[config.mk]
export PLATFORM = sky130hd
export DESIGN_NAME = awss_cfg_regs
export DESIGN_NICKNAME = d
export VERILOG_FILES = /design/src/sv/awss_pkg.sv /design/src/sv/awss_cfg_regs.sv
export SDC_FILE = /design/constraint.sdc
export NUM_CORES = 1
export LEC_CHECK = 0
export BUFFER_PORTS_ARGS = -buffer_cell sky130_fd_sc_hd__buf_2
export CAP_MARGIN = 20
export CORE_UTILIZATION = 43
export CTS_CLUSTER_SIZE = 28
export DETAILED_ROUTE_END_ITERATION = 16
export HOLD_SLACK_MARGIN = 0.1
export PLACE_DENSITY = 0.85
export SLEW_MARGIN = 5
export SYNTH_ARGS = -nofsm -noshare
export SYNTH_HDL_FRONTEND = slang
export SYNTH_SLANG_ARGS = --single-unit
[constraint.sdc]
create_clock -name i_clk -period 0.98 [get_ports i_clk]
set_clock_uncertainty 0.05 [all_clocks]
set_input_delay 0.049 -clock i_clk [delete_from_list [all_inputs] [get_ports i_clk]]
set_output_delay 0.049 -clock i_clk [all_outputs]
set_load 0.02 [all_outputs]
[src/sv/awss_pkg.sv]
package awss_pkg;

    // Configuration register map.
    localparam int CFG_IDX_W  = 2;
    localparam int CFG_DATA_W = 16;
    localparam logic [CFG_IDX_W-1:0] REG_PERIOD     = 2'd0;
    localparam logic [CFG_IDX_W-1:0] REG_DUTY       = 2'd1;
    localparam logic [CFG_IDX_W-1:0] REG_BRIGHTNESS = 2'd2;
    localparam logic [CFG_IDX_W-1:0] REG_LED_COUNT  = 2'd3;

    // Reset values of the configuration registers.
    localparam logic [15:0] PERIOD_RST     = 16'd500;
    localparam logic [6:0]  DUTY_RST       = 7'd50;
    localparam logic [7:0]  BRIGHTNESS_RST = 8'd255;
    localparam logic [6:0]  LED_COUNT_RST  = 7'd64;

    // Field widths.
    localparam int TIME_W  = 32;
    localparam int PIX_W   = 6;
    localparam int CHAN_W  = 8;
    localparam int COUNT_W = 7;
    localparam int PROD_W  = 23;   // period times percent
    localparam int INTV_W  = 16;

    localparam int MAX_LEDS_DEF = 64;

    // Percent scale and flash step range.
    localparam logic [6:0] PCT_FULL        = 7'd100;
    localparam logic [2:0] FLASH_STEP_LAST = 3'd5;
    localparam logic [2:0] FLASH_STEP_SWAP = 3'd3;

    // Division by 100 as multiplication by floor(2^30/100), one correction step.
    localparam logic [23:0] RECIP_100   = 24'd10737418;
    localparam int          RECIP_100_SH = 30;

    // Amber green channel: 191*b/255, the division done as (y*32897) >> 23.
    localparam logic [7:0]  AMBER_NUM   = 8'd191;
    localparam logic [16:0] RECIP_255   = 17'd32897;
    localparam int          RECIP_255_SH = 23;

    typedef struct packed {
        logic [15:0] period_ms;
        logic [6:0]  duty_percent;
        logic [7:0]  brightness;
        logic [6:0]  led_count;
    } t_cfg;

    typedef enum logic [2:0] {
        S_IDLE,
        S_RECIP,
        S_REM,
        S_INTV,
        S_CMP,
        S_EMIT
    } t_state;

    typedef struct packed {
        logic load;
        logic recip;
        logic rem;
        logic intv;
        logic start;
        logic next;
        logic finish;
    } t_ctrl_cmd;

    typedef struct packed {
        logic toggle;
        logic last;
    } t_dp_status;

endpackage

[src/sv/awss_cfg_regs.sv]
module awss_cfg_regs import awss_pkg::*; (
    input  logic                  i_clk,
    input  logic                  i_rst_n,
    input  logic                  i_cfg_we,
    input  logic [CFG_IDX_W-1:0]  i_cfg_idx,
    input  logic [CFG_DATA_W-1:0] i_cfg_data,
    output t_cfg                  o_cfg
);

    t_cfg r_cfg;

    // Register file; each write keeps the low bits that the register holds.
    always_ff @(posedge i_clk) begin
        if (!i_rst_n) begin
            r_cfg.period_ms    <= PERIOD_RST;
            r_cfg.duty_percent <= DUTY_RST;
            r_cfg.brightness   <= BRIGHTNESS_RST;
            r_cfg.led_count    <= LED_COUNT_RST;
        end else if (i_cfg_we) begin
            unique case (i_cfg_idx)
                REG_PERIOD:     r_cfg.period_ms    <= i_cfg_data;
                REG_DUTY:       r_cfg.duty_percent <= i_cfg_data[6:0];
                REG_BRIGHTNESS: r_cfg.brightness   <= i_cfg_data[7:0];
                REG_LED_COUNT:  r_cfg.led_count    <= i_cfg_data[6:0];
                default:        r_cfg              <= r_cfg;
            endcase
        end
    end

    assign o_cfg = r_cfg;

endmodule

Yosys cells after proc, flatten, opt, wreduce, memory -nomap -nowiden. Cells that the tools add are included.

Flip-flop bits (word level): 38. Input port bits: 21. Output and inout bits: 38. Logic and storage cells: 12.

Equal/unequal tests: 3. Reduce and logical (&&, ||, !) cells: 5.

Operator list (count): $reduce_and 2->1 (4); $eq 2x2->1 const B (2); $eq 2x1->1 const B (1); $logic_not 2->1 (1).

Depth between registers and ports, before layout.
Word-level depth: 2. Depth in mapped cells: 5. Mapped depth without buffers: 2.

Worst setup path before layout. Ideal clock, no wire load.

Kind: input to register. Start point: input port i_cfg_idx[0]. End point: register r_cfg, in the netlist o_cfg[22]. Arrival time: 0.814 ns. Data required time: 0.858 ns. Setup slack: 0.044 ns. Stages: 5. Path buffers: 3. Cell sequence: buf_2 -> nor3b_4 -> buf_6 -> buf_12 -> mux2i_1.

Cells in the longest elaborated chain, start to end: 2.

Ends and longest elaborated chain: from (decl) (line awss_cfg_regs.sv:5) `input logic [CFG_IDX_W-1:0] i_cfg_idx,`; $logic_not 2->1 (line awss_cfg_regs.sv:20) `unique case (i_cfg_idx)`; $reduce_and 2->1 (no source line); to (signal assigned) (line awss_cfg_regs.sv:25) `default: r_cfg <= r_cfg;`; to (decl) (line awss_cfg_regs.sv:10) `t_cfg r_cfg;`.

No other way between the ends. A chain may end at the register's enable or synchronous reset.

==> results.toml <==
[run_status]
status = "completed"

[logic_synthesis]
syn_inst = 155
async_flop_share = 0
yosysMostFrequentCell = "dfxtp_1"
yosys.area.top_type = "dfxtp_1"
yosysUniqueCellTypes = 16
ys.warnings.count = 0
synth_edf_count = 0
synth-main-ff-cell = "dfxtp_1"
syn_avg_cell_area_um2 = 10.22
netlist_area_um2 = 1584
ys_seq_elements = 38
yosysTopAreaCellShare = 0.4803
synth_area_leaders = "dfxtp_1 48%, mux2i_1 22%, nor2b_1 8.3%"
synth_nets = 176
synth-seq-area-share = 0.4803
synthTopCellsByCount = "38 x dfxtp_1, 35 x mux2i_1, 34 x nand2_1"

[placement]
routabilityCongestion = 0.7407
dp_hpwl_um = 2279
pre_cts_slack_ps = -11.82
port_buffers = 58

[power_and_ir_drop]
ir_drop_mv = 0.8043
p_leak_nw = 1.032
power_density_nw_per_um2 = 1397
p_total_mw = 3.054

[setup_path]
crit_path_top_delay_cell = "dlygate4sd3_1"
cp_max_fo = 3
r2r_slack_ps = 270
crit_chain = "dlygate4sd3_1 -> buf_2 -> nor2b_1 -> mux2i_1"
worstSetupPathType = "in2reg"
reg2reg_depth = 2
worstSetupEndpointType = "flop"
r2r-end = "o_cfg[30]"
cp-start-kind = "primary input"
cp-startpoint = "i_cfg_data[6]"
r2r_start = "o_cfg[30]"
cp.arrival_ps = 1010
crit_buf_inv = 2
max_stage_delay_ps = 530
critical_path.top_delay_family = "buffers and inverters"
cp.depth = 4
required_ps = 1090

[timing]
fmax_mhz = 1103
slew_headroom = 0.7768
rsz0062_at_grt = "false"
slew_viol_final = 0
hold_ws_ps = 136.2
worstMarginPinSlew_ps = 333.8
setup_viol = 0
finalSetupTns_ps = 0
min_period_ps = 906.5
period_share = 0.9249
hold_viol_final = 0
worst_slack_ps = 73.55

[grt]
grt-busiest-layer = "met2"
grtUsageTotal = 0.1858
grt_max_degree = 27
antenna_found_initial = 0
grt_pass1_vias = 1199
grt_overflow = 0
globalRouteMet2Util = 0.3125
gr-usage-met3 = 0.05292
gr-usage-met1 = 0.2163
grt_pass1_wl_um = 5513

[clock_network]
cts_buffer_depth = 2
root_buffer = "clkbuf_8"
clk_pin_slew_ps = 70
clock_sinks = 38
cts_inserted_buffers = 5
clkLatencyLatePin_ps = 280
cts_tree = "yes"
cts_setup_buffers = 0
htree_num_levels = 2

[floorplan]
io_pins = 59
start_util = 0.4602
die_h_um = 62.70
fp.dieW_um = 62.70
rows = 21
core_um2 = 3442
die_area_um2 = 3931

[route]
route.vias.total = 1286
viasPerCell = 4.659
drt_iter0_drc = 28
drt-total-wl_um = 3327
drc = 0
avgRoutedWirePerCell_um = 12.05
drtAntennaViolNets = 0
dr.pass1.iters = 4

[finish]
n_antenna_cell = 0
fin_nets = 251
layout-drive-gt1-share = 0.3174
largest_reg_flops = 38
area_delta_synth_final_pct = 37.99

[worst_hold_path]
holdPathEnd = "o_cfg[30]"
hp-start = "i_cfg_data[8]"
hp-class = "in2reg"
whs_path_depth = 3

[job]
cap_violations = 0
## stage by stage
stage	cells	util	area, um2
after floorplan	155	-	1584
after global placement	254	0.5685	1957
after detailed placement	254	0.5685	1957
after CTS	276	0.6343	2183
after global routing	276	0.6350	2186
final	276	0.6350	2186
## what timing repair did
item | in CTS | in global routing
hold buffers | 15 | 0
endpoints found under the hold margin | 38 | 0
gates resized for setup | 0 | 1
setup endpoints to repair | 0 | 1
## power breakdown
part | switching, mW | total, mW | internal (mW)
logic | 0.237 | 0.463 | 0.226
registers | 0.0277 | 1.63 | 1.60
clock network | 0.472 | 0.961 | 0.489
total | 0.737 | 3.05 | 2.32
## how the worst max path moves through the flow
stage / endpoint / slack, ps
after floorplan: o_cfg[22] / 40
after global placement: o_cfg[27] / 60
after detailed placement: o_cfg[24] / -10
after CTS: o_cfg[21] / 80
after global routing: o_cfg[0] / 40
final: o_cfg[6] / 70
## worst min-delay path, stage by stage
cell	delay [ps]
buf_2	100
or4bb_1	160
o211ai_1	100
## routing by layer
layer / part of all wire / up-vias
li1: - / 659
met3: 0.054 / 5
met5: 0 / -
met2: 0.49 / 43
met1: 0.44 / 579
met4: 0.014 / 0
## cells by family after synthesis
logic type / after synthesis / synth area share
buffers and inverters: 15 / 0.06398
multiplexers: 35 / 0.2212
flip-flops: 38 / 0.4803
AND/OR/NAND/NOR: 64 / 0.2204
AO/OA/AOI/OAI: 3 / 0.01422
## final cells by class
type                       instances  area (um2)
sequential                        38       760.7
clock buffer                       7       76.32
tap                               46       57.56
inverter                           3       11.26
fill                             277        1256
multi-input combinational        102       724.4
timing repair buffer              80       555.5
## placed cells by master (no fill, tap or decap), drive strengths merged
master / count
and3b: 2
buf: 65
clkbuf: 7
dfxtp: 38
dlygate4sd3: 15
inv: 3
mux2i: 35
nand2: 34
nand3: 1
nand3b: 2
nand4b: 2
nor2b: 21
nor3b: 1
o211ai: 3
or4bb: 1
(Power assumes the default switching activity.)
