<file path="config.mk">
export PLATFORM = sky130hd
export DESIGN_NAME = awss_ctrl
export DESIGN_NICKNAME = d
export VERILOG_FILES = /design/src/sv/awss_pkg.sv /design/src/sv/awss_ctrl.sv
export SDC_FILE = /design/constraint.sdc
export NUM_CORES = 1
export LEC_CHECK = 0
export ABC_CLOCK_PERIOD_IN_PS = 2100
export BUFFER_PORTS_ARGS = -buffer_cell sky130_fd_sc_hd__buf_2
export CORE_AREA = 3 3 40 42
export CTS_CLUSTER_SIZE = 16
export DETAILED_ROUTE_END_ITERATION = 6
export DIE_AREA = 0 0 43 45
export SYNTH_ARGS = -nofsm -noshare
export SYNTH_HDL_FRONTEND = slang
export SYNTH_SLANG_ARGS = --single-unit
</file>
<file path="constraint.sdc">
create_clock -name i_clk -period 2.1 [get_ports i_clk]
set_input_delay 0.42 -clock i_clk [delete_from_list [all_inputs] [get_ports i_clk]]
set_output_delay 0.42 -clock i_clk [all_outputs]
set_load 0.02 [all_outputs]
</file>
<file path="src/sv/awss_pkg.sv">
package awss_pkg;

    // Configuration register map.
    localparam int CFG_IDX_W  = 2;
    localparam int CFG_DATA_W = 16;
    localparam logic [CFG_IDX_W-1:0] REG_PERIOD     = 2'd0;
    localparam logic [CFG_IDX_W-1:0] REG_DUTY       = 2'd1;
    localparam logic [CFG_IDX_W-1:0] REG_BRIGHTNESS = 2'd2;
    localparam logic [CFG_IDX_W-1:0] REG_LED_COUNT  = 2'd3;

    // Reset values of the configuration registers.
    localparam logic [15:0] PERIOD_RST     = 16'd500;
    localparam logic [6:0]  DUTY_RST       = 7'd50;
    localparam logic [7:0]  BRIGHTNESS_RST = 8'd255;
    localparam logic [6:0]  LED_COUNT_RST  = 7'd64;

    // Field widths.
    localparam int TIME_W  = 32;
    localparam int PIX_W   = 6;
    localparam int CHAN_W  = 8;
    localparam int COUNT_W = 7;
    localparam int PROD_W  = 23;   // period times percent
    localparam int INTV_W  = 16;

    localparam int MAX_LEDS_DEF = 64;

    // Percent scale and flash step range.
    localparam logic [6:0] PCT_FULL        = 7'd100;
    localparam logic [2:0] FLASH_STEP_LAST = 3'd5;
    localparam logic [2:0] FLASH_STEP_SWAP = 3'd3;

    // Division by 100 as multiplication by floor(2^30/100), one correction step.
    localparam logic [23:0] RECIP_100   = 24'd10737418;
    localparam int          RECIP_100_SH = 30;

    // Amber green channel: 191*b/255, the division done as (y*32897) >> 23.
    localparam logic [7:0]  AMBER_NUM   = 8'd191;
    localparam logic [16:0] RECIP_255   = 17'd32897;
    localparam int          RECIP_255_SH = 23;

    typedef struct packed {
        logic [15:0] period_ms;
        logic [6:0]  duty_percent;
        logic [7:0]  brightness;
        logic [6:0]  led_count;
    } t_cfg;

    typedef enum logic [2:0] {
        S_IDLE,
        S_RECIP,
        S_REM,
        S_INTV,
        S_CMP,
        S_EMIT
    } t_state;

    typedef struct packed {
        logic load;
        logic recip;
        logic rem;
        logic intv;
        logic start;
        logic next;
        logic finish;
    } t_ctrl_cmd;

    typedef struct packed {
        logic toggle;
        logic last;
    } t_dp_status;

endpackage

</file>
<file path="src/sv/awss_ctrl.sv">
module awss_ctrl import awss_pkg::*; (
    input  logic       i_clk,
    input  logic       i_rst_n,
    input  logic       i_in_valid,
    input  logic       i_out_ready,
    input  t_dp_status i_status,
    output logic       o_in_ready,
    output logic       o_out_valid,
    output t_ctrl_cmd  o_cmd
);

    t_state r_state;
    t_state n_state;

    always_ff @(posedge i_clk) begin
        if (!i_rst_n) begin
            r_state <= S_IDLE;
        end else begin
            r_state <= n_state;
        end
    end

    // Next state: interval arithmetic in four steps, then the frame if the flash toggles.
    always_comb begin
        n_state = r_state;
        unique case (r_state)
            S_IDLE: begin
                if (i_in_valid) n_state = S_RECIP;
            end
            S_RECIP: n_state = S_REM;
            S_REM:   n_state = S_INTV;
            S_INTV:  n_state = S_CMP;
            S_CMP: begin
                n_state = i_status.toggle ? S_EMIT : S_IDLE;
            end
            S_EMIT: begin
                if (i_out_ready && i_status.last) n_state = S_IDLE;
            end
            default: n_state = S_IDLE;
        endcase
    end

    // Outputs: handshake and datapath commands.
    always_comb begin
        o_in_ready  = 1'b0;
        o_out_valid = 1'b0;
        o_cmd       = '0;
        unique case (r_state)
            S_IDLE: begin
                o_in_ready = 1'b1;
                o_cmd.load = i_in_valid;
            end
            S_RECIP: o_cmd.recip = 1'b1;
            S_REM:   o_cmd.rem   = 1'b1;
            S_INTV:  o_cmd.intv  = 1'b1;
            S_CMP: begin
                o_cmd.start = i_status.toggle;
            end
            S_EMIT: begin
                o_out_valid  = 1'b1;
                o_cmd.next   = i_out_ready && !i_status.last;
                o_cmd.finish = i_out_ready && i_status.last;
            end
            default: o_in_ready = 1'b0;
        endcase
    end

`ifndef SYNTHESIS
    a_no_overlap: assert property (@(posedge i_clk) disable iff (!i_rst_n)
        !(o_in_ready && o_out_valid))
        else $error("input taken while a frame is being sent");

    a_emit_entry: assert property (@(posedge i_clk) disable iff (!i_rst_n)
        $rose(o_out_valid) |-> $past(r_state) == S_CMP)
        else $error("frame started without a toggle decision");

    a_finish_idle: assert property (@(posedge i_clk) disable iff (!i_rst_n)
        o_cmd.finish |=> r_state == S_IDLE)
        else $error("controller did not return to idle after the last pixel");
`endif

endmodule

</file>
### Word level (Yosys, flattened, before mapping)

Index checks and enable logic that the tools add are counted.

* flip-flop bits (word level): 3
* bits of input ports: 6
* output and inout bits: 9
* word-level logic and storage cells: 25

* equality and inequality tests: 7
* mux-type cells: 12
* reductions and logical operators: 5

Operators by type and width (number)
* $pmux 3 s6: 1
* $mux 3: 3
* $mux 1: 7
* $eq 3x2->1 const B: 2
* $eq 3x3->1 const B: 2
* $ne 2x2->1 const B: 2
* $eq 3x1->1 const B: 1
* $logic_not 3->1: 1
* $logic_and 1x1->1: 2
* $mux 2: 1
* $reduce_and 2->1: 1
* $logic_not 1->1: 1

### Logic depth before layout (Yosys ltp)

Gate-level depths: netlist of run 1.

* depth in word-level cells: 3
* gate-level depth with buffers: 4
* gate-level depth less buffers: 3

### Worst setup path before layout of run 1

Ideal clock, no wire load.

* kind: flip-flop to output port
* start point: register r_state[0]
* end point: output port o_cmd[6] (netlist bit)
* arrival: 1.245 ns
* required time: 1.680 ns
* path slack: 0.435 ns
* cell stages (with the launch flop): 4
* buffers on the path: 1
* cells stage by stage: dfxtp_1 -> buf_2 -> nor3_1 -> and2_1

RTL lines
* from (decl): RTL line awss_ctrl.sv:12 `t_state r_state;`
* from (signal assigned): RTL line awss_ctrl.sv:19 `r_state <= n_state;`
* to (decl): RTL line awss_ctrl.sv:9 `output t_ctrl_cmd o_cmd`

==> results of run 1 <==
power groups by stage:
stage	clock [W]	sequential, W	combinational [W]
final	0.0000989	0.0000696	0.0000465
after global routing	0.000112	0.0000708	0.0000502
after CTS	0.000105	0.0000697	0.0000472
after detailed placement	0	0.0000706	0.0000471
after global placement	0	0.0000702	0.0000470
after floorplan	0	0.0000664	0.0000337
final timing paths:
check	startpoint	to	slack [ns]	cells past startpoint
setup / recovery	r_state[2]	o_cmd[0]	0.43	4
hold / removal	i_rst_n	r_state[1]	0.41	2
setup reg to reg	r_state[0]	r_state[1]	1.14	3
hold reg to reg	r_state[1]	r_state[2]	0.61	2
area by class of cell:
type | count | area [um2]
Fill cell | 152 | 977
Multi-Input combinational cell | 18 | 129
Timing Repair Buffer | 14 | 70.1
Sequential cell | 3 | 60.1
Clock buffer | 4 | 26.3
Tap cell | 15 | 18.8
Inverter | 1 | 3.75
cell usage after synthesis:
cell type,number
nand3b_1,1
and3_1,1
and2_1,2
o21a_1,1
o21ai_0,1
nor3b_2,1
o211ai_1,1
and3b_2,1
dfxtp_1,3
inv_1,1
nand3_1,2
nor2b_4,1
a21boi_1,2
and2_4,1
nor3_1,1
buf_2,1
nor2_1,2
layer usage:
layer,wire (um),share of wire (%),vias up
met1,216,46,87
li1,-,-,115
met2,209,44,10
met4,0,0,0
met5,0,0,-
met3,44,9.4,0
critical path: stages (launching register included):
cell	delay (ns)
dfxtp_1	0.38
nor2b_4	0.19
and2_4	0.15
and3_1	0.14
buf_2	0.16
through the flow:
| step | util, % | hold slack [ns] |
|---|---|---|
| after floorplan | - | 0.538 |
| after CTS | 24.0 | 0.410 |
| after global placement | 21.9 | 0.608 |
| after global routing | 24.0 | 0.418 |
| final | 24.0 | 0.415 |
| after detailed placement | 21.9 | 0.604 |
cell families after synthesis:
logic type	count (synthesis)	share of synthesized area, %
flops	3	30.4
simple gates	13	47.5
buf+inv	2	4.43
compound gates	5	17.7
cell usage in the layout (no fill, tap or decap), drive strengths merged:
master and count:
and2 3, dfxtp 3, nor3 1, o21ai 1, nor2 2, buf 14
o21a 1, nor3b 1, nor2b 1, nand3b 1, o211ai 1, a21boi 2
and3b 1, nand3 2, and3 1, inv 1, clkbuf 4
==> metrics.md, run 1 <==
| Metric | Value |
|---|---|
| Worst min path class | in2reg |
| CP max FO | 5 |
| Placer Congestion | 0.653 |
| Element type at the critical path end | primary output |
| Pre-CTS WS | 0.663 ns |
| Met2 Use GR | 7.49% |
| # diodes | 0 |
| P&R area growth vs syn | 55.7% |
| Number of max-cap violations | 0 |
| Cells after synthesis | 23 |
| Met1 Resource Use GR | 7.45% |
| Synth area leader | dfxtp_1 |
| Fmax | 0.598 GHz |
| Setup TNS | 0 ns |
| Synth top area share | 30.4% |
| Antenna violations before repair | 0 |
| Critical Path RT | 1.68 ns |
| DRT iter0 DRCs | 2 |
| Busiest grt layer | met2 |
| Vias per Instance | 3.85 |
| Core Box Area | 0.00128 mm2 |
| Post-Place Cells | 51 |
| Chip height | 45 um |
| CTS Buffer Depth | 2 |
| Max reg flops | 3 |
| Tot GR Track Use | 5.91% |
| Wire per inst | 8.55 um |
| Post-Syn Area per Cell | 8.60 um2 |
| H-tree Lvls | 1 |
| Clk_lat worst skew | 0.23 ns |
| Pwr/cell area | 698 mW/mm2 |
| Post-cts sizing count | 0 |
| Status | finished, final reports clean |
| First-pass GRT wire length | 821 um |
| Post-CTS Setup Inserts | 0 |
| Comb power frac | 21.6% |
| Initial Utilization | 15.4% |
| Synth warn | 0 |
| Psw | 0.0000621 W |
| Final period util | 79.6% |
| Post-route cell area | 308 um2 |
| Reg with most FFs | r_state |
| Final worst setup slack | 0.429 ns |
| Row count | 13 |
| CP arrival | 1.25 ns |
| RSZ-0062 raised after global routing | false |
| Top-level I/O count | 15 |
| Int Power | 0.000153 W |
| Leakage Power | 0.163 nW |
| Die W | 43 um |
| Max VDD drop | 216 uV |
| Clock power frac | 46.0% |
| Via count | 212 |
| Startpoint Class | flop |
| Non-filler cells, final | 55 |
| Clock Skew | 0.00206 ns |
| Seq/Total Area, Yosys | 30.4% |
| Layout cell share with drive strength beyond 1 | 52.5% |
| CTS Root Cell | clkbuf_4 |
| Worst-margin pin slew | 0.245 ns |
| Final hold violations | 0 |
| Total CTS buffers | 3 |
| Via count of the first global-routing pass | 208 |
| DIE AREA | 0.00194 mm2 |
| Net Sw Frac | 28.9% |
| Grt met3 use | 2.39% |
| Reg power frac | 32.4% |
| Synth area leaders | dfxtp_1 30%, a21boi_1 7.6%, nor2b_4 7.0% |
| Placed cell area | 282 um2 |
| Tot Pwr | 0.000215 W |
| Routed wire length | 470 um |
| CTS tree | done |
| Post-CTS Hold Fix Bufs | 0 |
| Mapped Area | 198 um2 |
| Port Buf Inserts | 14 |
| Pin count of the biggest net entering global routing | 10 |
| Finish-stage setup viols | 0 |
| Final Critical Period | 1.67 ns |
| DRC | 0 |
| Relative slew slack | 83.6% |
| Number of synthesized register bits | 3 |
| Final Max Slew Viols | 0 |
| Setup CP Type | reg2out |
| Biggest regs | r_state x3 |
| Num Clock Sinks | 3 |
| ANT nets after route | 0 |
| Overflow after GRT | 0 |
| Synth cell types | 17 |
| DRT Pass-1 Iters | 3 |
| Clock-pin slew on the worst setup and hold paths | 0.04 ns |
| Synthesized net count | 29 |
| Post-layout net count | 47 |
Power figures use the tool's default switching activity.
==> inputs of run 2 (changes only) <==
- ABC_AREA: default -> 1
- ABC_CLOCK_PERIOD_IN_PS: 2100 -> 1700
- clock period: 2.1 -> 1.7 ns (I/O delays scaled with it)
==> metrics.md, run 2 <==
| Metric | Value |
|---|---|
| Final hold violations | 0 (unchanged) |
| R2R setup slack | 0.77 ns (-0.37 ns) |
| # diodes | 0 (unchanged) |
| CTS Buffer Depth | 2 (unchanged) |
| Max VDD drop | 271 uV (+26%) |
| Post-layout net count | 64 (+36%) |
| Critical Path Sink | o_cmd[1] |
| Commonest cells in the netlist | 10 x inv_1, 7 x nand2_1, 7 x nor2_1, 3 x dfxtp_1, 3 x nand3_1 |
| Fmax | 0.700 GHz |
| Element type at the critical path end | primary output |
| Leakage Power | 0.224 nW (+37%) |
| Overflow after GRT | 0 (unchanged) |
| Via count | 259 (+22%) |
| Initial Utilization | 16.8% (+1.5 points) |
| P&R area growth vs syn | 53.2% |
| Count leader, synth | inv_1 |
| Max reg flops | 3 (unchanged) |
| EDFF count, synth | 0 (unchanged) |
| Seq/Total Area, Yosys | 27.7% (-2.6 points) |
| Status | finished, final reports clean |
| Post-cts sizing count | 0 (unchanged) |
| DIE AREA | 0.00194 mm2 (unchanged) |
| Layout cell share with drive strength beyond 1 | 40.4% (-12 points) |
| Synthesized net count | 45 (+55%) |
| Vias per Instance | 3.60 (-6.7%) |
| Number of max-cap violations | 0 (unchanged) |
| Chip height | 45 um (unchanged) |
| Synth warn | 0 (unchanged) |
| Worst min path class | in2reg |
| CP arrival | 1.09 ns (-0.16 ns) |
| DRC | 0 (unchanged) |
| Asr flop ratio synth | 0% (unchanged) |
| Startpoint Class | flop |
| Row count | 13 (unchanged) |
| Die W | 43 um (unchanged) |
| Top-level I/O count | 15 (unchanged) |
| Relative slew slack | 88.4% (+4.8 points) |
| Post-synth top flop | dfxtp_1 |
| Final worst setup slack | 0.271 ns (-0.158 ns) |
| Biggest regs | r_state x3 |
| DRT Pass-1 Iters | 4 (+1) |
| R2R Path Start | r_state[0] |
| Number of synthesized register bits | 3 (unchanged) |
| Clk_lat worst skew | 0.23 ns (about the same) |
| ANT nets after route | 0 (unchanged) |
| Finish-stage setup viols | 0 (unchanged) |
| CP max FO | 4 (-1) |
| First-pass GRT wire length | 786 um (-4.3%) |
| Most frequent cells in the layout | 14 x buf_2, 10 x inv_1, 7 x nand2_1, 7 x nor2_1 |
| Critical Path RT | 1.36 ns (-0.32 ns) |
| CTS Root Cell | clkbuf_4 |
| Setup TNS | 0 ns (unchanged) |
| Commonest non-fill, non-tap cell in the layout | buf_2 |
| CTS tree | done |
| Pin count of the biggest net entering global routing | 7 (-3) |
| Mapped Area | 216 um2 (+9.5%) |
| Pwr/cell area | 937 mW/mm2 (+34%) |
| Clock-pin slew on the worst setup and hold paths | 0.04 ns (about the same) |
| Worst-margin pin slew | 0.173 ns (-0.0717 ns) |
| Synth cell types | 11 (-6) |
| Cells after synthesis | 39 (+70%) |
| Post-Syn Area per Cell | 5.55 um2 (-35%) |
| Final Max Slew Viols | 0 (unchanged) |
| Post-Place Cells | 68 (+33%) |
| Setup CP Type | reg2out |
| Reg with most FFs | r_state |
| Antenna violations before repair | 0 (unchanged) |
| Pre-CTS WS | 0.510 ns (-0.153 ns) |
| DP HPWL | 431 um |
| Post-CTS Hold Fix Bufs | 0 (unchanged) |
| Clock Skew | 0.00314 ns (+0.00108 ns) |
| Routed wire length | 503 um (+7.0%) |
| DRT iter0 DRCs | 3 (+1) |
| Synth top area share | 27.7% (-2.6 points) |
| Placer Congestion | 0.701 (+7.4%) |
| Num Clock Sinks | 3 (unchanged) |
| Post-CTS Setup Inserts | 0 (unchanged) |
| Final period util | 84.0% |
| Synth area leader | dfxtp_1 |
| Total CTS buffers | 3 (unchanged) |
| RSZ-0062 raised after global routing | false |
| CP Launch Point | r_state[0] |
| Tot GR Track Use | 5.74% (-0.17 points) |
| Filler instances | 153 (+0.66%) |
| H-tree Lvls | 1 (unchanged) |
| Core Box Area | 0.00128 mm2 (unchanged) |
| Wire per inst | 6.99 um (-18%) |
| Hold Path Depth | 3 (+1) |
| Via count of the first global-routing pass | 227 (+9.1%) |
| RR Endpoint | r_state[0] |
| Non-filler cells, final | 72 (+31%) |
| Synth area leaders | dfxtp_1 28%, inv_1 17%, nand2_1 12% |
| Port Buf Inserts | 14 (unchanged) |
| FF-to-FF path depth | 5 (+2) |
| Final Critical Period | 1.43 ns |
==> run 2: cell types whose count changed in the layout (fill, tap and decap cells not counted), sizes merged, moves of 2 or more <==
cell    before  now
inv          1   12
nand2        0    8
nor2         2    9
and2         3    0
a21boi       2    0
a21oi        0    2
nand3        2    4
==> run 2: metal layers <==
layer | wire, um | global-route usage (%) | vias to the layer above
met5 | 0 | 0 | -
met4 | 0 | 7.23 | 0
met3 | 54 | 1.20 | 0
met2 | 228 | 8.38 | 9
met1 | 220 | 6.25 | 102
li1 | - | - | 148
==> run 2: cells by family after synthesis <==
family | after synthesis | synth area share (%)
AND/OR/NAND/NOR | 21 | 44.5
AO/OA/AOI/OAI | 3 | 6.93
buffers and inverters | 12 | 20.8
flip-flops | 3 | 27.7
==> run 2: per-stage QoR <==
step	hold WS [ns]	utilization [%]	total power, W	area [um2]
6_report	0.353	25.8	0.000311	332
5_1_grt	0.393	25.8	0.000334	332
4_1_cts	0.350	25.8	0.000319	332
3_5_place_dp	0.550	23.8	0.000191	305
3_3_place_gp	0.548	23.8	0.000190	305
2_1_floorplan	0.491	-	0.000159	216
==> run 2: worst min-delay path by stage <==
stage                           from    endpoint  slack (ns)
final                        i_rst_n  r_state[0]        0.35
after global routing         i_rst_n  r_state[2]        0.39
after CTS                    i_rst_n  r_state[0]        0.35
after detailed placement  r_state[1]  r_state[1]        0.55
after global placement    r_state[1]  r_state[1]        0.55
after floorplan              i_rst_n  r_state[0]        0.49
==> run 2: area by class of cell <==
| class | count | area [um2] | share of cell area, % |
|---|---|---|---|
| multi-input cells | 24 | 111 | 33.6 |
| repair buffers | 14 | 70.1 | 21.1 |
| flip-flops and latches | 3 | 60.1 | 18.1 |
| inverters | 12 | 45.0 | 13.6 |
| clock buffers | 4 | 26.3 | 7.92 |
| well taps | 15 | 18.8 | 5.66 |
==> run 2: where the power goes <==
group	internal, W	switching [W]	total [W]
sequential	0.0000789	0.00000935	0.0000882
combinational	0.0000351	0.0000646	0.0000997
clock	0.0000878	0.0000350	0.000123
total	0.000202	0.000109	0.000311
==> run 2: critical path, stage by stage (launching register included) <==
cell and delay, ns:
dfxtp_1 0.39, nand3_2 0.12, inv_2 0.07, nand2_1 0.04, nor2_1 0.07, buf_2 0.16
