**src/sv/awss_pkg.sv**
```systemverilog
package awss_pkg;

    // Configuration register map.
    localparam int CFG_IDX_W  = 2;
    localparam int CFG_DATA_W = 16;
    localparam logic [CFG_IDX_W-1:0] REG_PERIOD     = 2'd0;
    localparam logic [CFG_IDX_W-1:0] REG_DUTY       = 2'd1;
    localparam logic [CFG_IDX_W-1:0] REG_BRIGHTNESS = 2'd2;
    localparam logic [CFG_IDX_W-1:0] REG_LED_COUNT  = 2'd3;

    // Reset values of the configuration registers.
    localparam logic [15:0] PERIOD_RST     = 16'd500;
    localparam logic [6:0]  DUTY_RST       = 7'd50;
    localparam logic [7:0]  BRIGHTNESS_RST = 8'd255;
    localparam logic [6:0]  LED_COUNT_RST  = 7'd64;

    // Field widths.
    localparam int TIME_W  = 32;
    localparam int PIX_W   = 6;
    localparam int CHAN_W  = 8;
    localparam int COUNT_W = 7;
    localparam int PROD_W  = 23;   // period times percent
    localparam int INTV_W  = 16;

    localparam int MAX_LEDS_DEF = 64;

    // Percent scale and flash step range.
    localparam logic [6:0] PCT_FULL        = 7'd100;
    localparam logic [2:0] FLASH_STEP_LAST = 3'd5;
    localparam logic [2:0] FLASH_STEP_SWAP = 3'd3;

    // Division by 100 as multiplication by floor(2^30/100), one correction step.
    localparam logic [23:0] RECIP_100   = 24'd10737418;
    localparam int          RECIP_100_SH = 30;

    // Amber green channel: 191*b/255, the division done as (y*32897) >> 23.
    localparam logic [7:0]  AMBER_NUM   = 8'd191;
    localparam logic [16:0] RECIP_255   = 17'd32897;
    localparam int          RECIP_255_SH = 23;

    typedef struct packed {
        logic [15:0] period_ms;
        logic [6:0]  duty_percent;
        logic [7:0]  brightness;
        logic [6:0]  led_count;
    } t_cfg;

    typedef enum logic [2:0] {
        S_IDLE,
        S_RECIP,
        S_REM,
        S_INTV,
        S_CMP,
        S_EMIT
    } t_state;

    typedef struct packed {
        logic load;
        logic recip;
        logic rem;
        logic intv;
        logic start;
        logic next;
        logic finish;
    } t_ctrl_cmd;

    typedef struct packed {
        logic toggle;
        logic last;
    } t_dp_status;

endpackage

```
**src/sv/awss_datapath.sv**
```systemverilog
module awss_datapath import awss_pkg::*; #(
    parameter int MAX_LEDS = MAX_LEDS_DEF
) (
    input  logic              i_clk,
    input  logic              i_rst_n,
    input  t_cfg              i_cfg,
    input  t_ctrl_cmd         i_cmd,
    input  logic [TIME_W-1:0] i_now_ms,
    output t_dp_status        o_status,
    output logic [PIX_W-1:0]  o_pixel_index,
    output logic [CHAN_W-1:0] o_red,
    output logic [CHAN_W-1:0] o_green,
    output logic [CHAN_W-1:0] o_blue,
    output logic [CHAN_W-1:0] o_white,
    output logic              o_last_pixel
);

    // Sequencer state.
    logic [TIME_W-1:0]  r_last;
    logic               r_lit;
    logic [2:0]         r_step;

    // Interval pipeline registers.
    logic [TIME_W-1:0]  r_now;
    logic [PROD_W-1:0]  r_x;
    logic [15:0]        r_y;
    logic [INTV_W-1:0]  r_q0;
    logic [CHAN_W-1:0]  r_g;
    logic [7:0]         r_rem;
    logic [INTV_W-1:0]  r_intv;
    logic [TIME_W-1:0]  r_elapsed;

    // Frame registers.
    logic [COUNT_W-1:0] r_n;
    logic [PIX_W-1:0]   r_pix;
    logic               r_swapped;

    logic [6:0]         duty_sat;
    logic [6:0]         pct_sel;
    logic [46:0]        recip_prod;
    logic [32:0]        green_prod;
    logic [PROD_W-1:0]  q0_times_100;
    logic [COUNT_W-1:0] n_clamped;
    logic [COUNT_W-1:0] half;
    logic [COUNT_W-1:0] mid;
    logic [COUNT_W-1:0] pix_ext;
    logic               left;
    logic               dark;

    // Percent that applies: on share while lit, off share while dark.
    assign duty_sat = (i_cfg.duty_percent > PCT_FULL) ? PCT_FULL : i_cfg.duty_percent;
    assign pct_sel  = r_lit ? duty_sat : PCT_FULL - duty_sat;

    assign recip_prod   = 47'(r_x) * 47'(RECIP_100);
    assign green_prod   = 33'(r_y) * 33'(RECIP_255);
    assign q0_times_100 = PROD_W'(r_q0) * PROD_W'(PCT_FULL);

    // LED count clamp to 1..MAX_LEDS.
    always_comb begin
        priority if (i_cfg.led_count == '0) begin
            n_clamped = COUNT_W'(1);
        end else if (i_cfg.led_count > COUNT_W'(MAX_LEDS)) begin
            n_clamped = COUNT_W'(MAX_LEDS);
        end else begin
            n_clamped = i_cfg.led_count;
        end
    end

    // Interval arithmetic: product, reciprocal estimate, remainder, correction.
    always_ff @(posedge i_clk) begin
        if (i_cmd.load) begin
            r_now <= i_now_ms;
            r_x   <= PROD_W'(i_cfg.period_ms) * PROD_W'(pct_sel);
            r_y   <= 16'(i_cfg.brightness) * 16'(AMBER_NUM);
        end
        if (i_cmd.recip) begin
            r_q0 <= recip_prod[RECIP_100_SH +: INTV_W];
            r_g  <= green_prod[RECIP_255_SH +: CHAN_W];
        end
        if (i_cmd.rem) begin
            r_rem <= 8'(r_x - q0_times_100);
        end
        if (i_cmd.intv) begin
            r_intv    <= r_q0 + INTV_W'(r_rem >= 8'(PCT_FULL));
            r_elapsed <= r_now - r_last;
        end
    end

    assign o_status.toggle = r_elapsed >= TIME_W'(r_intv);

    // Toggle state and flash step.
    always_ff @(posedge i_clk) begin
        if (!i_rst_n) begin
            r_last <= '0;
            r_lit  <= 1'b0;
            r_step <= '0;
        end else begin
            if (i_cmd.start) begin
                r_last <= r_now;
                r_lit  <= !r_lit;
            end
            if (i_cmd.finish && r_lit) begin
                r_step <= (r_step >= FLASH_STEP_LAST) ? 3'd0 : r_step + 3'd1;
            end
        end
    end

    // Frame latch and pixel counter.
    always_ff @(posedge i_clk) begin
        if (i_cmd.start) begin
            r_n       <= n_clamped;
            r_swapped <= r_step >= FLASH_STEP_SWAP;
            r_pix     <= '0;
        end else if (i_cmd.next) begin
            r_pix <= r_pix + PIX_W'(1);
        end
    end

    // Pixel colour from its position in the frame.
    assign pix_ext       = COUNT_W'(r_pix);
    assign half          = (r_n + COUNT_W'(1)) >> 1;
    assign mid           = r_n >> 1;
    assign left          = pix_ext < half;
    assign dark          = !r_lit || (r_n[0] && pix_ext == mid);
    assign o_status.last = pix_ext == r_n - COUNT_W'(1);

    always_comb begin
        o_pixel_index = r_pix;
        o_last_pixel  = o_status.last;
        o_red         = '0;
        o_green       = '0;
        o_blue        = '0;
        o_white       = '0;
        priority if (dark) begin
            o_red = '0;
        end else if (left != r_swapped) begin
            o_red   = i_cfg.brightness;
            o_green = r_g;
        end else begin
            o_white = i_cfg.brightness;
        end
    end

`ifndef SYNTHESIS
    a_step_range: assert property (@(posedge i_clk) disable iff (!i_rst_n)
        r_step <= FLASH_STEP_LAST)
        else $error("flash step out of range");

    a_count_range: assert property (@(posedge i_clk) disable iff (!i_rst_n)
        i_cmd.start |=> (r_n != '0 && r_n <= COUNT_W'(MAX_LEDS) && r_pix == '0))
        else $error("frame latched with a bad LED count");

    a_lit_flip: assert property (@(posedge i_clk) disable iff (!i_rst_n)
        i_cmd.start |=> r_lit != $past(r_lit))
        else $error("flash flag did not toggle");
`endif

endmodule

```
**config.mk**
```make
export PLATFORM = sky130hd
export DESIGN_NAME = awss_datapath
export DESIGN_NICKNAME = d
export VERILOG_FILES = /design/src/sv/awss_pkg.sv /design/src/sv/awss_datapath.sv
export SDC_FILE = /design/constraint.sdc
export NUM_CORES = 1
export LEC_CHECK = 0
export BUFFER_PORTS_ARGS = -buffer_cell sky130_fd_sc_hd__buf_4
export CAP_MARGIN = 20
export CORE_ASPECT_RATIO = 0.8
export CORE_UTILIZATION = 45
export CTS_CLUSTER_SIZE = 10
export DETAILED_ROUTE_END_ITERATION = 12
export SLEW_MARGIN = 25
export SYNTH_ARGS = -nofsm -noshare
export SYNTH_HDL_FRONTEND = slang
export SYNTH_SLANG_ARGS = --single-unit
```
**constraint.sdc**
```tcl
create_clock -name i_clk -period 13.5 [get_ports i_clk]
set_input_delay 3.375 -clock i_clk [delete_from_list [all_inputs] [get_ports i_clk]]
set_output_delay 3.375 -clock i_clk [all_outputs]
set_load 0.01 [all_outputs]
```
Word level (Yosys, flattened, before mapping)

Cells that the tools add are included.

Register bits after elaboration: 201
Bits in latches: 0
Memory bits (writable): 0
Bits in read-only memories: 0
Input port bits: 79
Output and inout port bits: 41
Word-level logic and storage cells: 54
Memories: 0

$add $sub $neg: 8
$mul: 5
Div/mod/pow operators: 0
Order comparisons: 7
Equality and inequality tests: 3
Shift operators: 0
Multiplexer cells: 10
Bitwise gates (word level): 0
Reduce and logical (&&, ||, !) cells: 6

Operator list:

| operator                                                                             | count |
|---|---|
| 8-bit 2-to-1 mux                                                                     | 6 |
| 23-bit by 23-bit multiplier with 45-bit output (second input constant)               | 1 |
| 32-bit by 16-bit greater-or-equal comparator with 1-bit output                       | 1 |
| 32-bit subtractor                                                                    | 1 |
| 16-bit by 16-bit multiplier with 31-bit output (second input constant)               | 1 |
| 16-bit by 7-bit multiplier with 23-bit output                                        | 1 |
| 7-bit 2-to-1 mux                                                                     | 3 |
| 16-bit by 1-bit adder with 16-bit output                                             | 1 |
| 16-bit by 5-bit multiplier with 6-bit output (second input constant)                 | 1 |
| 8-bit by 8-bit multiplier with 16-bit output (second input constant)                 | 1 |
| 7-bit > comparator (second input constant)                                           | 2 |
| 8-bit by 7-bit greater-or-equal comparator with 1-bit output (second input constant) | 1 |
| 8-bit subtractor                                                                     | 1 |
| 7-bit by 1-bit adder with 7-bit output (second input constant)                       | 1 |
| 6-bit by 7-bit == test with 1-bit output                                             | 1 |
| 7-bit zero test                                                                      | 1 |
| 7-bit by 1-bit subtractor with 7-bit output (second input constant)                  | 1 |
| 7-bit subtractor (first input constant)                                              | 1 |
| 6-bit by 1-bit adder with 6-bit output (second input constant)                       | 1 |
| 6-bit == test                                                                        | 1 |
| 6-bit less-than comparator                                                           | 1 |
| 3-bit by 1-bit adder with 3-bit output (second input constant)                       | 1 |
| 3-bit by 2-bit greater-or-equal comparator with 1-bit output (second input constant) | 1 |
| 3-bit greater-or-equal comparator (second input constant)                            | 1 |
| 6 further kinds                                                                      | 7 |

Logic depth before layout (Yosys ltp)

Gate-level depths: netlist of run 1.

Word-level depth: 5
Gate-level depth with buffers: 30

Least setup slack after synthesis of run 1

OpenSTA, ideal clock, no wires.

Path type: input -> register
Start point: in i_cfg[15] in the netlist's numbering
End point: reg r_x[19], data pin
Arrival: 9892 ps
Data required time: 13241 ps
Setup slack: 3349 ps
Stages: 29
Buffers on the path: 2
Cell sequence: o21ai_0 > nand2_1 > nand3_1 > and2_1 > clkbuf_1 > inv_1 > ha_1 > nor2b_1 > nand2b_1 > a21oi_1 > o21ai_0 > clkbuf_1 > nand2b_1 > fa_1 > fa_1 > inv_1 > fa_1 > inv_1 > fa_1 > inv_1 > ha_1 > nand3_1 > o211ai_1 > or4_4 > a311oi_4 > o21ai_2 > a211o_1 > a21oi_2 > xnor2_1

Word-level cells in the longest chain between the ends: 5

Ends and longest elaborated chain:

| what                                              | line                | RTL |
|---|---|---|
| start: declaration                                | awss_datapath.sv:6  | `input t_cfg i_cfg,` |
| 7-bit > comparator                                | awss_datapath.sv:51 | `assign duty_sat = (i_cfg.duty_percent > PCT_FULL) ? PCT_FULL : i_cfg.duty_percent;` |
| 7-bit 2-to-1 mux (*)                              | awss_datapath.sv:51 |  |
| 7-bit subtractor                                  | awss_datapath.sv:52 | `assign pct_sel = r_lit ? duty_sat : PCT_FULL - duty_sat;` |
| 7-bit 2-to-1 mux (*)                              | awss_datapath.sv:52 |  |
| 16-bit by 7-bit multiplier with 23-bit output (*) | awss_datapath.sv:73 | `r_x <= PROD_W'(i_cfg.period_ms) * PROD_W'(pct_sel);` |
| end signal: assignment                            | awss_datapath.sv:73 |  |
| end: declaration                                  | awss_datapath.sv:25 | `logic [PROD_W-1:0] r_x;` |

Every way passes the cells marked *; elsewhere a longest branch is shown, timed or not.
A chain may end at the register's enable or synchronous reset.

Final worst setup path of run 1

Same ends and word-level chain as after synthesis.

==> out/results.ini, run 1 <==
[synth]
syn_area_um2=24990
synth_cells=2387
synth_simple_gate_area_share=0.09698
ys_top_cells_by_area=ha_1 (23%), fa_1 (23%), edfxtp_1 (19%)
synth_largest_area_cell=ha_1
synth_fa_ha_area_frac=0.4639
synth_top_family_by_area=adder cells
synth_mux_area_frac=0.01402
synthDistinctLibCells=68
synthArstFlopShare=0
ys_ff_latch=199
yosys_warnings=0
synth_xor_area_frac=0.04626
synthFlopType=edfxtp_1
synth_compound_area_frac=0.08156
syn_avg_cell_area_um2=10.47
yosysTopAreaCellShare=0.2348
synth-edff-count=157
ys_seq_area_frac=0.2223

[clock_tree]
h-tree-depth=4
cts-resized-gates=0
clk-insertion-delay-late_ns=0.47
cts_tree=yes
clockBufferDepth=2
cts_setup_buffers=0
clkSinkCount=199
clk_pin_slew_ns=0.08
ctsHoldBuffers=0
cts_buffers=17
root_buffer=clkbuf_16

[placement]
dp_hpwl_um=44260
place.gp.congestion=0.8731
placedCellCount=3207
place_ws_ns=2.946
numPortBuffers=111

[floorplan]
die-area_um2=56490
rows=76
io_pins=120
chipHeight_um=212.8
die_x_um=265.5
start_util=0.4603
core-area_um2=54300

[sta]
worst_slew_pin_slew_ns=0.9593
setup_slack_ns=3.297
report.final.slew_viol_count=0
setup_tns_ns=0
fin_crit_ns=10.20
fin_skew_ns=0.01775
hold_viol=0
timing.final.crit_share=0.7558
slew_headroom=0.3605
setup_viol=0
rsz0062_at_grt=no
worst_hold_slack_ns=0.5224
max_freq_ghz=0.09801

[cells_and_area]
final_common_cell=ha_1
layout.nets=3319
drive_gt1_frac=0.06765
syn_to_final_growth_pct=9.147
final_cell_mix=ha_1 (469), inv_1 (442), fa_1 (286), edfxtp_1 (157), nand2_1 (120)
fin_cells=3241

[critical_path]
crit_required_ns=13.70
path_max_fanout=16
crit_path_end_kind=flip-flop
critPathArrivalTime_ns=10.41
cp_top_family=adder cells
critical_path_class=in -> reg
crit_path_top_delay_cell=fa_1
path_buf_inv=6
cp-start-kind=input port
cpPeakStageDelay_ns=0.55
r2r_setup_slack_ns=6.61

[grt]
antenna_found_initial=2
met2_usage=0.2992
grt.overflow.total=0
top_usage_layer=met2
met3_usage=0.04509
grt_pass1_wl_um=88920
grt_pass1_vias=17060
grt_max_degree=68
use_met1=0.2900
track_usage=0.1989

[worst_hold_path]
hold_class=reg -> reg

[status]
outcome=finished, final reports clean

[route]
firstDrtPassIters=5
ant_nets=0
drc=0
via_per_inst=5.147
num_vias=16680
drtIter0Drc=869
wire_per_inst_um=16.70
drt-total-wl_um=54140

[job]
cap_violations=0

-- cell usage after synthesis, drive strengths merged, types with 11 or more instances --
| cell type | n |
|---|---|
| a21o | 45 |
| nand4 | 17 |
| nand2b | 12 |
| and2 | 71 |
| and3 | 19 |
| xor2 | 50 |
| buf | 12 |
| nor2 | 70 |
| xnor2 | 82 |
| clkbuf | 34 |
| dfxtp | 42 |
| ha | 469 |
| nand2 | 120 |
| mux2i | 35 |
| o21bai | 11 |
| edfxtp | 157 |
| nand3 | 38 |
| inv | 442 |
| nor2b | 68 |
| o21a | 13 |
| o21ai | 66 |
| fa | 286 |
| a21oi | 100 |
| nor3 | 17 |
-- state kept, by name, indices dropped and copies added (netlist names) --
signal and count:
r_last 32, r_n 7, r_g 8, r_intv 16, r_rem 6, r_lit 1
r_y 16, r_step 3, r_swapped 1, r_now 32, r_x 23, o_pixel_index 6
r_elapsed 32, r_q0 16
-- stage by stage --
stage                     utilization  cell area (um2)
after floorplan                     -            25020
after global placement         0.4905            26630
after detailed placement       0.4906            26640
after CTS                      0.5021            27260
after global routing           0.5024            27280
final                          0.5024            27280
-- routing by layer --
layer / part of all wire / vias up
li1: - / 8166
met1: 0.50 / 8183
met2: 0.43 / 286
met3: 0.049 / 48
met4: 0.016 / 0
met5: 0 / -
-- area by class of cell --
type,count,area (um2)
Multi-Input combinational cell,1707,17620
Tap cell,741,927.1
Antenna cell,2,5.005
Timing Repair Buffer,118,885.9
Clock inverter,15,197.7
Inverter,442,1659
Sequential cell,199,5555
Clock buffer,17,425.4
Fill cell,4893,27020
-- path summary, 6_finish.rpt --
path                      to       start  depth (start not counted)
setup / recovery     r_x[19]   i_cfg[15]                         29
hold / removal    r_last[18]  r_last[18]                          2
setup reg to reg    r_q0[15]     r_x[10]                         18
hold reg to reg   r_last[18]  r_last[18]                          2
-- cells by family after synthesis --
| logic type | Yosys count |
|---|---|
| adder cells (fa/ha/maj) | 755 |
| buffers and inverters | 488 |
| AND/OR/NAND/NOR | 468 |
| AO/OA/AOI/OAI | 309 |
| flip-flops | 199 |
| XOR/XNOR | 132 |
| multiplexers | 35 |
| other | 1 |
-- tightest hold or removal path, cell delays in order (launching register included) --
cell	delay [ns]
dfxtp_1	0.33
mux2i_1	0.07
nor2b_1	0.10
Power of run 1 is left out: the tool's default activity adds up to more than one toggle a clock period on the data nets, which glitch-free logic cannot reach.
==> inputs of run 2 (changes only) <==
Clock period 13.5 ns to 10.4 ns, I/O delays scaled along.
==> run 2 against run 1 <==
Effect of this change: critical path depth is the same; sequential share of layout area about the same; die area did not move; sequential cell count unchanged; critical endpoint is now r_x[22].
==> out/results.ini, run 2 (synthesized netlist as in run 1, its figures left out) <==
[placement]
placedCellCount=3208  ; +0.031%
dp_hpwl_um=43650  ; -1.4%
placed_cell_area_um2=26650  ; about the same
place.gp.congestion=0.8480  ; -2.9%
numPortBuffers=111  ; unchanged

[critical_path]
critical_path_class=in -> reg
startpoint=i_cfg[15]
crit_required_ns=10.60  ; -3.10 ns
crit_path_top_delay_cell=o21ai_0
r2r_end=r_q0[15]
endpoint=r_x[22]
r2r_setup_slack_ns=3.60  ; -3.01 ns
cpPeakStageDelay_ns=0.71  ; +0.16 ns
r2r-start=r_x[10]
path_max_fanout=13  ; -3
cp-start-kind=input port
r2r_cells=18  ; unchanged
cpMostUsedCell=fa_1
path_buf_inv=6  ; unchanged
critPathArrivalTime_ns=9.76  ; -0.65 ns
crit_path_end_kind=flip-flop
critical_path_depth=29  ; unchanged
cp_top_family=compound AO/OA/AOI/OAI gates

[route]
wire_per_inst_um=16.41  ; -1.7%
via_per_inst=5.107  ; -0.78%
firstDrtPassIters=5  ; unchanged
num_vias=16560  ; -0.75%
ant_nets=0  ; unchanged
drc=0  ; unchanged
drtIter0Drc=819  ; -5.8%
drt-total-wl_um=53210  ; -1.7%

[clock_tree]
ctsHoldBuffers=0  ; unchanged
cts-resized-gates=0  ; unchanged
cts_tree=yes
clk_pin_slew_ns=0.07  ; about the same
cts_buffers=17  ; unchanged
clockBufferDepth=2  ; unchanged
clk-insertion-delay-late_ns=0.45  ; -0.02 ns
clkSinkCount=199  ; unchanged
cts_setup_buffers=0  ; unchanged
root_buffer=clkbuf_16
h-tree-depth=4  ; unchanged

[cells_and_area]
drive_gt1_frac=0.06803  ; +0.0003731
register_area_um2=5555  ; unchanged
syn_to_final_growth_pct=9.032
fin_cells=3242  ; +0.031%
layout.nets=3320  ; +0.030%
fillers=4984  ; +1.9%
final_cell_mix=ha_1 (469), inv_1 (442), fa_1 (286), edfxtp_1 (157), nand2_1 (120)
design_area_um2=27250  ; -0.11%
final_common_cell=ha_1
top_regs=r_elapsed: 32 flops, r_last: 32 flops, r_now: 32 flops
multi_input_area_um2=17620  ; unchanged

[grt]
antenna_found_initial=2  ; unchanged
grt_max_degree=68  ; unchanged
track_usage=0.1977  ; -0.001200
grt.overflow.total=0  ; unchanged
grt_pass1_wl_um=88660  ; -0.29%
grt_pass1_vias=17190  ; +0.74%

[job]
cap_violations=0  ; unchanged

[floorplan]
rows=76  ; unchanged
die-area_um2=56490  ; unchanged
core-area_um2=54300  ; unchanged
io_pins=120  ; unchanged
die_x_um=265.5  ; unchanged
chipHeight_um=212.8  ; unchanged
start_util=0.4603  ; unchanged

[sta]
worst_slew_pin_slew_ns=0.9574  ; -0.001887 ns
setup_viol=0  ; unchanged
timing.final.crit_share=0.9190
report.final.slew_viol_count=0  ; unchanged
rsz0062_at_grt=no
hold_viol=0  ; unchanged
setup_tns_ns=0  ; unchanged
fin_crit_ns=9.558
fin_skew_ns=0.01003  ; -0.007720 ns
worst_hold_slack_ns=0.5202  ; -0.002136 ns
slew_headroom=0.3617  ; +0.001258
max_freq_ghz=0.1046

[worst_hold_path]
hold_start=r_last[27]
hold_class=reg -> reg

[status]
outcome=finished, final reports clean

-- run 2: cell count changes in the layout (fill, tap and decap cells not counted) --
cell / previous run / this run
bufinv_16: 2 / 1
inv_12: 1 / 0
clkinvlp_4: 0 / 3
clkinv_4: 3 / 1
clkinv_2: 1 / 2
buf_4: 118 / 119
-- run 2: final cells by class --
type                       instances  area share
multi-input combinational       1707      0.6467
sequential                       199      0.2039
inverter                         442     0.06089
tap                              741     0.03403
timing repair buffer             119     0.03279
clock buffer                      17     0.01561
clock inverter                    15    0.005923
antenna                            2   0.0001837
-- run 2: metal layers --
layer | GRT usage | wire length [um]
met4 | 0.04066 | 741
met1 | 0.2924 | 27110
met5 | 0 | 0
met2 | 0.3006 | 23040
met3 | 0.03667 | 2323
-- run 2: how the worst min path moves through the flow --
stage                      end  slack (ns)  cells past startpoint
finish              r_last[27]        0.52                      2
global route        r_last[16]        0.54                      2
CTS                  r_last[7]        0.53                      2
detailed placement  r_last[26]        0.50                      2
global placement    r_last[19]        0.50                      2
floorplan           r_last[10]        0.48                      2
-- run 2: worst reg2reg max path: stages (launching register included) --
cell and delay, ns:
edfxtp_1 0.88, ha_1 0.40, fa_1 0.58, fa_1 0.45
fa_1 0.49, inv_1 0.05, fa_1 0.52, inv_1 0.06
fa_1 0.53, fa_1 0.50, ha_1 0.36, a21oi_1 0.18
o221ai_1 0.12, a21oi_1 0.28, nand3b_1 0.14, o2111ai_1 0.26
a21oi_1 0.17, o2111ai_1 0.20, or3b_1 0.37
-- run 2: metrics by stage --
step,worst slack [ns],utilization
after floorplan,1.024,-
after global placement,0.7910,0.4907
after detailed placement,0.5325,0.4907
after CTS,0.9770,0.5015
after global routing,0.4851,0.5018
final,0.8421,0.5018
Power of run 2 is left out for the same reason.
